==> src/rtl/seeded_horizon_trace_picker_defines.svh <==
// Assertion macros shared by the horizon picker modules.
`ifndef SEEDED_HORIZON_TRACE_PICKER_DEFINES_SVH
`define SEEDED_HORIZON_TRACE_PICKER_DEFINES_SVH

// Check a consequence in the same cycle as its condition.
`define SHTP_ASSERT_NOW(lbl, clk, rstn, ante, cons, msg) \
  lbl: assert property (@(posedge clk) disable iff (!rstn) (ante) |-> (cons)) \
    else $error(msg);

// Check a consequence in the cycle after its condition.
`define SHTP_ASSERT_NEXT(lbl, clk, rstn, ante, cons, msg) \
  lbl: assert property (@(posedge clk) disable iff (!rstn) (ante) |=> (cons)) \
    else $error(msg);

`endif

==> src/rtl/shtp_pkg.sv <==
// Shared constants and types of the seeded horizon picker.
package shtp_pkg;

  localparam int MAX_SEEDS_DEF   = 64;
  localparam int MAX_SAMPLES_DEF = 1024;
  localparam int COORD_BITS_DEF  = 12;

  localparam int RGT_W      = 16;
  localparam int POS_W      = 10;
  localparam int STAT_W     = 3;
  localparam int HPOS_W     = 18;
  localparam int CFG_IDX_W  = 1;
  localparam int CFG_DATA_W = 16;
  localparam int DIV_CNT_W  = 8;

  localparam logic [1:0] OP_CLEAR  = 2'd0;
  localparam logic [1:0] OP_INSERT = 2'd1;
  localparam logic [1:0] OP_SAMPLE = 2'd2;

  localparam logic [STAT_W-1:0] STAT_INTERP  = 3'd0;
  localparam logic [STAT_W-1:0] STAT_ON_SEED = 3'd1;
  localparam logic [STAT_W-1:0] STAT_CONSTR  = 3'd2;
  localparam logic [STAT_W-1:0] STAT_NO_SEED = 3'd3;
  localparam logic [STAT_W-1:0] STAT_STORED  = 3'd4;
  localparam logic [STAT_W-1:0] STAT_FULL    = 3'd5;

  localparam logic [CFG_IDX_W-1:0] CFG_POWER = 1'b0;
  localparam logic [CFG_IDX_W-1:0] CFG_DTAU  = 1'b1;

  typedef struct packed {
    logic                 start;
    logic [DIV_CNT_W-1:0] iters;
  } div_ctl_t;

  typedef struct packed {
    logic busy;
    logic done;
  } div_stat_t;

endpackage

==> src/rtl/shtp_div.sv <==
// Restoring divider, one quotient bit per cycle, numerator fed MSB first.
`include "seeded_horizon_trace_picker_defines.svh"

module shtp_div #(
  parameter int NUM_W = 88,
  parameter int DEN_W = 69,
  parameter int QUO_W = 64
) (
  input  logic                  clk_i,
  input  logic                  rst_ni,
  input  shtp_pkg::div_ctl_t    ctl_i,
  input  logic [NUM_W-1:0]      num_i,
  input  logic [DEN_W-1:0]      den_i,
  output shtp_pkg::div_stat_t   stat_o,
  output logic [QUO_W-1:0]      quo_o
);

  logic [NUM_W-1:0]               num_q;
  logic [DEN_W-1:0]               den_q;
  logic [DEN_W:0]                 rem_q;
  logic [QUO_W-1:0]               quo_q;
  logic [shtp_pkg::DIV_CNT_W-1:0] cnt_q;
  logic                           busy_q, done_q;

  logic [DEN_W:0] rem_sh, rem_n;
  logic           ge;

  always_comb begin
    rem_sh = {rem_q[DEN_W-1:0], num_q[NUM_W-1]};
    ge     = rem_sh >= {1'b0, den_q};
    rem_n  = ge ? rem_sh - {1'b0, den_q} : rem_sh;
  end

  always_ff @(posedge clk_i or negedge rst_ni) begin
    if (!rst_ni) begin
      busy_q <= 1'b0;
      done_q <= 1'b0;
      cnt_q  <= '0;
    end else begin
      done_q <= 1'b0;
      if (ctl_i.start) begin
        busy_q <= 1'b1;
        cnt_q  <= ctl_i.iters;
      end else if (busy_q) begin
        cnt_q <= cnt_q - 1'b1;
        if (cnt_q == shtp_pkg::DIV_CNT_W'(1)) begin
          busy_q <= 1'b0;
          done_q <= 1'b1;
        end
      end
    end
  end

  always_ff @(posedge clk_i) begin
    if (ctl_i.start) begin
      num_q <= num_i;
      den_q <= den_i;
      rem_q <= '0;
      quo_q <= '0;
    end else if (busy_q) begin
      num_q <= {num_q[NUM_W-2:0], 1'b0};
      rem_q <= rem_n;
      quo_q <= {quo_q[QUO_W-2:0], ge};
    end
  end

  assign stat_o.busy = busy_q;
  assign stat_o.done = done_q;
  assign quo_o       = quo_q;

  `SHTP_ASSERT_NOW(a_no_restart, clk_i, rst_ni, ctl_i.start, !busy_q,
                   "divider started while busy")
  `SHTP_ASSERT_NOW(a_done_idle, clk_i, rst_ni, done_q, !busy_q,
                   "divider done while still busy")
  `SHTP_ASSERT_NEXT(a_start_busy, clk_i, rst_ni, ctl_i.start && ctl_i.iters != '0,
                    busy_q, "divider did not start")

endmodule

==> config.mk <==
export PLATFORM = sky130hd
export DESIGN_NAME = shtp_div
export DESIGN_NICKNAME = d
export VERILOG_FILES = /design/src/rtl/shtp_pkg.sv /design/src/rtl/shtp_div.sv
export VERILOG_INCLUDE_DIRS = /design/src /design/src/rtl
export SDC_FILE = /design/constraint.sdc
export NUM_CORES = 1
export LEC_CHECK = 0
export ABC_AREA = 1
export BUFFER_PORTS_ARGS = -buffer_cell sky130_fd_sc_hd__buf_2
export CAP_MARGIN = 5
export CORE_MARGIN = 1.5
export CORE_UTILIZATION = 63
export CTS_BUF_LIST = sky130_fd_sc_hd__clkbuf_16
export DETAILED_ROUTE_END_ITERATION = 10
export PLACE_DENSITY = 0.84
export SETUP_SLACK_MARGIN = 0.1
export SLEW_MARGIN = 20
export SYNTH_ARGS = -nofsm -noshare
export SYNTH_HDL_FRONTEND = slang
export SYNTH_SLANG_ARGS = --single-unit
==> constraint.sdc <==
create_clock -name clk_i -period 7.18 [get_ports clk_i]
set_input_delay 1.436 -clock clk_i [delete_from_list [all_inputs] [get_ports clk_i]]
set_output_delay 1.436 -clock clk_i [all_outputs]
set_load 0.02 [all_outputs]
; ---- Word level (Yosys, flattened, before mapping)
; Cells that the tools add are included.
[classes]
n_reduce_logical = 1
addsub = 2
n_lt_le_gt_ge = 1
muxes = 11
eq_ne = 1
mul = 0
div_mod_pow = 0
shifts = 0
bitwise_logic = 0
[op_table]
columns = cell, count
row1 = 88-bit two-way mux, 2
row2 = 70-bit by 69-bit >= comparator with 1-bit output, 1
row3 = 69-bit two-way mux, 1
row4 = 69-bit subtractor, 1
row5 = 8-bit two-way mux, 2
row6 = "8-bit by 1-bit == test with 1-bit output, second input constant", 1
row7 = "8-bit by 1-bit subtractor with 8-bit output, second input constant", 1
row8 = 1-bit two-way mux, 6
row9 = 2-bit nonzero test, 1
[totals]
reg_bits = 300
latch_bits = 0
ram_bits = 0
input_bits = 168
word_cells = 23
mem_count = 0
output_inout_bits = 66
romBits = 0

; ---- Logic depth before layout (Yosys ltp)
; Gate-level depths: netlist of run 1.
[depth]
ltp_word = 4
mapped_depth = 19
depth_no_buf = 18

; ---- Worst setup path before layout of run 1
; Ideal clock, no wire load.
[synth_path]
path_type = input -> register
from = in ctl_i[8] (netlist bit)
to = reg num_q[0] (enable)
n_path_buf = 2
stages = 4
t_required_ns = 6.693
setup_slack_ns = 2.202
t_arrival_ns = 4.491
setup_ns = 0.487
path_cell_list = clkbuf_1 nor2_1 inv_1 clkbuf_1
[synth_between]
elab_chain_len = 1
[synth_lines]
columns = item, line_no
row1 = "start, declared", shtp_div.sv:11  ; input shtp_pkg::div_ctl_t ctl_i,
row2 = 2-bit nonzero test (no line), -
row3 = "end signal, assigned", shtp_div.sv:56  ; num_q <= num_i;
row4 = "end signal, assigned", shtp_div.sv:61  ; num_q <= {num_q[NUM_W-2:0], 1'b0};
row5 = "end, declared", shtp_div.sv:18  ; logic [NUM_W-1:0] num_q;
; No other way between the ends.
; A chain may end at the register's enable or synchronous reset.

; ---- Final worst setup path of run 1
[layout_path]
from = reg num_q[87]
to = reg rem_q[63]
[layout_between]
elab_chain_len = 2
elab_cells_between_ends = 3
classes_between = 1 x add/sub / 1 x order compare / 1 x mux
[layout_lines]
columns = item, line_no
row1 = 69-bit subtractor or 70-bit by 69-bit >= comparator with 1-bit output (tied branches), "shtp_div.sv:31, shtp_div.sv:30"
row2 = 69-bit two-way mux (*), shtp_div.sv:31  ; rem_n = ge ? rem_sh - {1'b0, den_q} : rem_sh;
row3 = "end signal, assigned", shtp_div.sv:62  ; rem_q <= rem_n;
row4 = "end, declared", shtp_div.sv:20  ; logic [DEN_W:0] rem_q;
; Mark *: on every way between the ends. The rest lies on a longest branch, timed or not.

==> results, run 1 <==
- In this run, post-CTS repair resized a total of 0 instances.
- The final hold violation count is 0.
- Counting every instance in the synthesized netlist gives ~2600.
- Counting instances, the worst hold path has a depth of 2.
- The synthesized netlist devotes between 5 and 6% of its cell area to compound gates.
- The total grt overflow is 0.
- The kind of start point of the critical path is a flop.
- The initial core utilization is ~64%.
- The synthesized design contains 300 register bits.
- The number of pins with negative max-slew slack in the final report is 0.
- Headroom to the max-slew limit came out at approximately 29%.
- The net total in the final layout is 2997.
- Port buffering added 233 buffers.
- The endpoint arrival time on the critical path is 4.21 ns.
- The critical path class is flop to flop.
- The routed layout has ~17000 vias.
- Entering global routing, the biggest net connects just over 100 pins.
- The standard cell core area is about 0.028 mm2.
- Measured against the total synthesized area, the mux share comes to 0%.
- The congestion estimate from routability-driven global placement came to 1.03.
- The share of synthesized registers carrying an async set or reset is under 10%.
- The iteration count of the initial detailed-routing pass is 6.
- The worst hold path class is flop to flop.
- The power per unit of standard cell area is about 190 mW/mm2.
- The initialized floorplan defines 61 standard-cell rows.
- The part of the cycle the worst path needs is between 50% and 60%.
- The tree built by TritonCTS fans out to 300 sinks.
- CTS built an H-tree with a depth of 1.
- The startpoint identified for the worst register-to-register timing path is num_q[87].
- In the final timing run, aggregate negative setup slack is 0 ns.
- The main combinational cell family by area after synthesis is simple AND/OR/NAND/NOR gates.
- The via count of the first global-routing pass was 16621.
- The synthesized netlist net count is around 2800.
- The worst register-to-register path ends at rem_q[63].
- The estimated wirelength of the detail-placed design is around 40000 um.
- The area added between synthesis and finish is 13.2%.
- The measured slew at the worst slew-check pin is approximately 1.1 ns.
- The average routed wire per standard cell is between 15 and 20 um.
- The maximum buffer depth of the clock tree is 3.
- The die covers slightly below 0.03 mm2.
- The die width is 171 um.
- Across the routed clock network, the largest skew measured is 0.0321 ns.
- Leaving out fill and tap cells, the most frequent cells in the layout are 1042 x sky130_fd_sc_hd__nand2_1, 460 x sky130_fd_sc_hd__inv_1, 232 x sky130_fd_sc_hd__buf_2.
- The number of endpoints failing setup at the final stage is 0.
- The number of clock buffers added by TritonCTS is 29.
- Leaving out fill and tap cells, the most frequent cell in the layout is sky130_fd_sc_hd__nand2_1.
- The mean cell area of the mapped netlist is around 7 um2.
- The minimum setup slack among reg-to-reg paths is 3.50 ns.
- The run finished with clean final reports.
- The path with the worst hold slack has its endpoint at rem_q[21].
- The sequential area share after synthesis is between 40% and 50%.
- The fraction of final layout cells sized beyond drive strength 1 is between 10% and 20%.
- For this run, design rule violations remaining after detail routing come to 0.
- For the worst setup path, the data required time is 7.71 ns.
- Of the total synthesized cell area, the portion taken by full adders, half adders and majority gates is ~5.1%.
- The origin of the worst min-delay path is rem_q[21].
- The number of antenna violations at the first check in global routing is 3.
- The number of hold buffers added after CTS was 0.
- The final hold slack is between 0.4 and 0.5 ns.
- The post-synthesis simple-gate area fraction is approximately 33%.
- The die is roughly 170 um tall.
- The leakage power total is approximately 11 nW.
- The detailed-route vias per instance is ~5.5.
- For the worst flop-to-flop path, the logic depth is 17.
- Clock-pin slew was measured on the worst setup and hold paths at ~0.070 ns.
- The worst-skew pair later-pin latency is about 0.59 ns.
- The synthesized netlist devotes ~2.1% of its cell area to XOR and XNOR gates.
- The warning count from the yosys run is 0.
- The wire length of the first global-routing pass is 85200 um.
- In this run, distinct cell masters in the synthesized netlist total 47.
- The number of enable-type register cells in the synthesized netlist is around 160.
- For this run, the leading register cell type out of synthesis is sky130_fd_sc_hd__edfxtp_1.
- The cell chosen for the clock root is sky130_fd_sc_hd__clkbuf_16.
- TritonCTS built the clock tree.
- The worst path in the final design needs a cycle of between 3 and 4 ns, including I/O delays and setup.
- Setup repair after global routing left no endpoint under its margin.
- The violation count after the first detailed-routing iteration is between 1500 and 2000.
- The maximum fanout along the worst path is 70.
- The residual antenna-violating net count after detailed routing is 0.
- The maximum vdd ir drop is ~210 uV.
- The fill cell total of the finished layout is 2152.
- The tool flagged a number of max-cap violations equal to 0.
- The summed instance area of the synthesized netlist is around 0.018 mm2.
- The routed wire length is 55100 um.
- Static timing analysis puts the maximum clock frequency at between 200 and 300 MHz.
- The post-CTS setup repair buffer count is 0.
- The total routing usage reported by global routing is 37.3%.
- The critical path endpoint category is a flop.
- The boundary pin count is between 200 and 250.
[worst max-delay path by stage]
stage / startpoint / endpoint / slack (ns) / cells past startpoint
4_1_cts: num_q[87] / rem_q[63] / 3.48 / 17
3_3_place_gp: ctl_i[8] / num_q[35] / 3.21 / 4
3_5_place_dp: ctl_i[8] / num_q[48] / 3.11 / 4
6_report: num_q[87] / rem_q[63] / 3.50 / 17
5_1_grt: num_q[87] / rem_q[39] / 3.21 / 17
2_1_floorplan: ctl_i[8] / num_q[0] / 2.20 / 4
[cells by family (layout without fill, tap and decap cells)]
group | count (synthesis) | after routing
AOI/OAI and AO/OA | 178 | 178
DFF | 300 | 300
other | 0 | 1
xor gates and xnor gates | 43 | 43
buffers and inverters | 530 | 753
adders and majority gates | 72 | 72
and+or+nand+nor | 1434 | 1434
[layer usage]
layer  up-vias  routed length (um)  share of wire (%)  GRT usage (%)
met5         -                   0                  0              0
li1       8353                   -                  -              -
met3       143                4620                8.4           6.51
met2       826               27000                 49           66.6
met4         0                2080                3.8           13.3
met1      8027               21400                 39           44.9
[per-stage QoR]
step / instances / setup WS [ns] / area, um2 / utilization, % / total power [mW]
2_1_floorplan: 2557 / 2.20 / 17900 / - / 2.20
3_3_place_gp: 3104 / 3.21 / 19200 / 69.1 / 2.32
3_5_place_dp: 3104 / 3.11 / 19200 / 69.1 / 2.34
4_1_cts: 3158 / 3.48 / 20200 / 72.6 / 3.90
5_1_grt: 3158 / 3.21 / 20200 / 72.6 / 4.01
6_report: 3159 / 3.50 / 20200 / 72.6 / 3.90
[cells in the mapped netlist (2+ instances only)]
library cell	instances	area [um2]
sky130_fd_sc_hd__nand2_2	5	31.3
sky130_fd_sc_hd__nor2_4	4	45.0
sky130_fd_sc_hd__nand4_1	25	156
sky130_fd_sc_hd__buf_6	3	33.8
sky130_fd_sc_hd__nor2_1	137	514
sky130_fd_sc_hd__o221ai_1	3	26.3
sky130_fd_sc_hd__or2_2	2	12.5
sky130_fd_sc_hd__o211ai_1	3	22.5
sky130_fd_sc_hd__dfrtp_1	10	250
sky130_fd_sc_hd__nor3_1	19	95.1
sky130_fd_sc_hd__o21ai_0	34	170
sky130_fd_sc_hd__o22ai_1	62	388
sky130_fd_sc_hd__nand3_1	171	856
sky130_fd_sc_hd__o21bai_1	9	67.6
sky130_fd_sc_hd__buf_4	5	37.5
sky130_fd_sc_hd__nand3_2	4	40.0
sky130_fd_sc_hd__nand2_1	1042	3910
sky130_fd_sc_hd__buf_2	12	60.1
sky130_fd_sc_hd__nor2_2	6	37.5
sky130_fd_sc_hd__buf_1	6	22.5
sky130_fd_sc_hd__nand3b_1	9	67.6
sky130_fd_sc_hd__inv_2	5	18.8
sky130_fd_sc_hd__and3_1	2	12.5
sky130_fd_sc_hd__inv_1	454	1700
sky130_fd_sc_hd__xor2_1	30	263
sky130_fd_sc_hd__edfxtp_1	157	4710
sky130_fd_sc_hd__xnor2_1	13	114
sky130_fd_sc_hd__ha_1	71	888
sky130_fd_sc_hd__a21oi_1	62	310
sky130_fd_sc_hd__dfxtp_1	133	2660
sky130_fd_sc_hd__clkbuf_1	43	161
[where the power goes]
group	total, mW	internal [mW]	switching, mW
clock	1.57	0.889	0.682
sequential	1.94	1.90	0.0363
combinational	0.390	0.130	0.260
[critical path, stage by stage, from the launching register on]
cell and delay (ns):
sky130_fd_sc_hd__edfxtp_1 0.39, sky130_fd_sc_hd__inv_1 0.07, sky130_fd_sc_hd__ha_1 0.14, sky130_fd_sc_hd__inv_1 0.07
sky130_fd_sc_hd__fa_1 0.42, sky130_fd_sc_hd__nand3_1 0.13, sky130_fd_sc_hd__nand3_2 0.12, sky130_fd_sc_hd__nand2_1 0.09
sky130_fd_sc_hd__nand2_1 0.09, sky130_fd_sc_hd__nand2_1 0.09, sky130_fd_sc_hd__nand3_2 0.12, sky130_fd_sc_hd__nand2_2 0.12
sky130_fd_sc_hd__nand3_2 0.09, sky130_fd_sc_hd__nand2_4 0.46, sky130_fd_sc_hd__nand2_8 0.46, sky130_fd_sc_hd__nor2_8 0.50
sky130_fd_sc_hd__nand2_1 0.13, sky130_fd_sc_hd__nand3_1 0.11
[final cells by class]
cell class	instances	area [um2]	area share, %
antenna	1	2.50	0.0124
clock buffer	31	776	3.84
clock inverter	23	198	0.978
inverter	460	1730	8.56
multi-input combinational	1727	8200	40.5
sequential	300	7630	37.7
tap	378	473	2.34
timing repair buffer	239	1220	6.02
[sequential cells by signal, summed over array words and instances (netlist names)]
name,cells
cnt_q,8
rem_q,69
den_q,69
busy_q,1
quo_o,64
done_q,1
num_q,88
No activity file was read; power rests on OpenSTA's default activity.
==> run 2, diff against run 1 <==
- CORE_UTILIZATION: 63 -> 53
- PLACE_DENSITY: 0.84 -> 0.75
- clock period: 7.18 -> 3.3 ns (I/O delays scaled with it)
==> results, run 2 (synthesis gave the netlist of run 1 again) <==
- The flow ran to the end, and the final reports show no timing, DRC or antenna violations.
- The total grt overflow was 0 (unchanged).
- The endpoint identified for the worst register-to-register timing path is rem_q[30].
- The fraction of final layout cells sized beyond drive strength 1 is 11.9% (+0.46 points).
- The initial core utilization is 53.5% (-11 points).
- The most numerous cell type found on the critical path is sky130_fd_sc_hd__nand2_1.
- The final critical-path required period is 2.98 ns (-0.696 ns).
- The part of the cycle the worst path needs is 90.4% (+39 points).
- The worst-skew pair later-pin latency came to 0.59 ns (about the same).
- The total routing usage reported by global routing is 29.4% (-7.8 points).
- The via count of the first global-routing pass was 16092 (-3.2%).
- The number of pins with negative max-slew slack in the final report is 0 (unchanged).
- The signal on the critical path passes through inv_1, ha_1, inv_1, fa_1, nand3_1, nand3_2, nand2_1, nand2_1, nand2_1, nand3_2, nand2_2, nand3_2, nand2_8, nand2_8, buf_12, nand2_1, nand2_1, nand2_1, nand2_1.
- The normalized max-slew margin came to 40.8% (+12 points).
- The measured slew at the worst slew-check pin is 0.888 ns (-0.180 ns).
- The leakage power total came to 11.0 nW (+1.0%).
- The number of flip-flops in the largest register is 88 (unchanged).
- The data required time at the worst endpoint is 3.76 ns (-3.95 ns).
- The TritonCTS buffer count is 31 (+6.9%).
- The library cell used most frequently in the layout, excluding fill and tap cells, is sky130_fd_sc_hd__nand2_1.
- The overall power of the completed layout is 8.81 mW (+130%).
- The worst setup path is launched from a flop.
- The final estimated routing congestion in global placement is 1.01 (-2.0%).
- The worst register-to-register path begins at num_q[87].
- The number of endpoints failing setup at the final stage was 0 (unchanged).
- The cell row count came to 67 (+9.8%).
- The minimum setup slack among reg-to-reg paths was 0.32 ns (-3.18 ns).
- The buffers plus inverters on the worst setup path came to 3 (+1).
- num_q holds more flip-flops than any other register.
- The path with the worst hold slack has its endpoint at den_q[50].
- The origin of the worst min-delay path is den_i[50].
- The number of clock sinks came to 300 (unchanged).
- The net total in the final layout is 3013 (+0.53%).
- TritonCTS built the clock tree.
- The cell family contributing the most delay on the critical path is simple AND/OR/NAND/NOR gates.
- The average routed wire per standard cell came to 16.3 um (-6.7%).
- The count of max-cap constraint violations is 0 (unchanged).
- The critical path class is flop to flop.
- The worst hold path class is input port to flop.
- The area enclosed by the die boundary is 0.0348 mm2 (+19%).
- The maximum buffer depth of the clock tree came to 3 (unchanged).
- The count of H-tree levels built during CTS is 1 (unchanged).
- The largest net degree at the start of global routing was 88 (-15%).
- The routed wire length is 52900 um (-4.0%).
- The worst reg2reg path depth is 19 (+2).
- The estimated wirelength of the detail-placed design came to 40200 um (about the same).
- The iteration count of the initial detailed-routing pass is 6 (unchanged).
- The detailed-route vias per instance is 5.15 (-6.2%).
- The final total negative setup slack is 0 ns (unchanged).
- The number of port buffers was 233 (unchanged).
- The slowest stage of the critical path is the sky130_fd_sc_hd__fa_1 cell.
- The number of cells traversed by the worst hold path is 1 (-1).
- The largest registers in the layout are num_q x88, den_q x69, rem_q x69.
- The final hold violation count is 0 (unchanged).
- The library cells used most frequently in the layout, excluding fill and tap cells, are 1042 x sky130_fd_sc_hd__nand2_1, 456 x sky130_fd_sc_hd__inv_1, 232 x sky130_fd_sc_hd__buf_2.
- The die width came to 187 um (+8.9%).
- The cell chosen for the clock root is sky130_fd_sc_hd__clkbuf_16.
- The maximum vdd ir drop came to 469 uV (+120%).
- The wire length of the first global-routing pass is 82100 um (-3.6%).
- The endpoint arrival time on the critical path came to 3.44 ns (-0.77 ns).
- The clock transition time at the flip-flop clock pins of the worst setup and hold paths is 0.06 ns (about the same).
- The final hold slack came to 0.242 ns (-0.230 ns).
- The maximum achievable frequency is 335 MHz (+23%).
- The peak per-stage delay on the critical path is 0.42 ns (-0.08 ns).
- The standard cell core area is 0.0334 mm2 (+20%).
- The boundary pin count was 234 (unchanged).
- The final clock skew is 0.0198 ns (-0.0123 ns).
- The height of the die came to 187 um (+8.9%).
- The total via count after detailed routing was 16739 (-3.5%).
- The critical path endpoint category is a flop.
- The violation count after the first detailed-routing iteration was 1317 (-13%).
- The residual antenna-violating net count after detailed routing came to 0 (unchanged).
- The number of DRC violations after detailed routing is 0 (unchanged).
- The number of antenna violations at the first check in global routing is 12 (+9).
- From synthesis to final layout, the design area changed by 15.4%.
- The final standard cell area without fillers is 0.0206 mm2 (+2.0%).
- The power per unit of standard cell area is 427 mW/mm2 (+120%).
- The maximum fanout along the worst path is 39 (-44%).
- The instance area after placement is 0.0194 mm2 (+0.92%).
- Setup repair after global routing left no endpoint under its margin.
==> run 2: cell types whose count changed in the layout (fill, tap and decap cells not counted), moves of 2 or more <==
cell                        previous run  this run
sky130_fd_sc_hd__buf_4                 6        12
sky130_fd_sc_hd__clkinv_1              2         8
sky130_fd_sc_hd__buf_12                0         4
sky130_fd_sc_hd__diode_2               1         5
sky130_fd_sc_hd__inv_1               460       456
sky130_fd_sc_hd__bufinv_16             3         6
sky130_fd_sc_hd__clkbuf_16            31        33
sky130_fd_sc_hd__clkinv_2              7         5
==> run 2: cell type report <==
class	instances	area (um2)
Timing Repair Buffer	251	1360
Antenna cell	5	12.5
Inverter	460	1730
Multi-Input combinational cell	1729	8230
Tap cell	448	561
Sequential cell	300	7630
Clock inverter	25	272
Clock buffer	33	826
Fill cell	3154	12700
==> run 2: power breakdown <==
group / switching (mW) / internal [mW]
clock network: 1.51 / 2.26
registers: 0.0650 / 4.14
logic: 0.538 / 0.287
total: 2.11 / 6.69
==> run 2: per-stage QoR <==
step	util (%)	cells	setup slack, ns
after floorplan	-	2557	0.519
after global placement	58.2	3181	0.359
after detailed placement	58.2	3181	0.241
after CTS	61.5	3240	0.225
after global routing	61.8	3249	0.109
final	61.8	3251	0.318
==> run 2: worst max path at each step <==
stage                   start        end  slack (ns)  cells past startpoint
floorplan            ctl_i[8]   num_q[0]        0.52                      4
global placement    num_q[87]  rem_q[37]        0.36                     17
detailed placement  num_q[87]  rem_q[45]        0.24                     17
CTS                 num_q[87]  rem_q[33]        0.22                     17
global route        num_q[87]  rem_q[30]        0.11                     19
finish              num_q[87]  rem_q[30]        0.32                     19
==> run 2: per-layer routing <==
metal	global-route usage (%)	routed length, um
met5	0	71
met4	10.9	1970
met3	6.60	4310
met2	49.3	24400
met1	37.2	22200
==> run 2: what timing repair did <==
| action | CTS | global route |
|---|---|---|
| hold buffers | 1 | 0 |
| hold endpoints to repair | 10 | 0 |
| endpoints found under the setup margin | 0 | 50 |
| setup buffers | 0 | 4 |
| resized for setup | 0 | 2 |
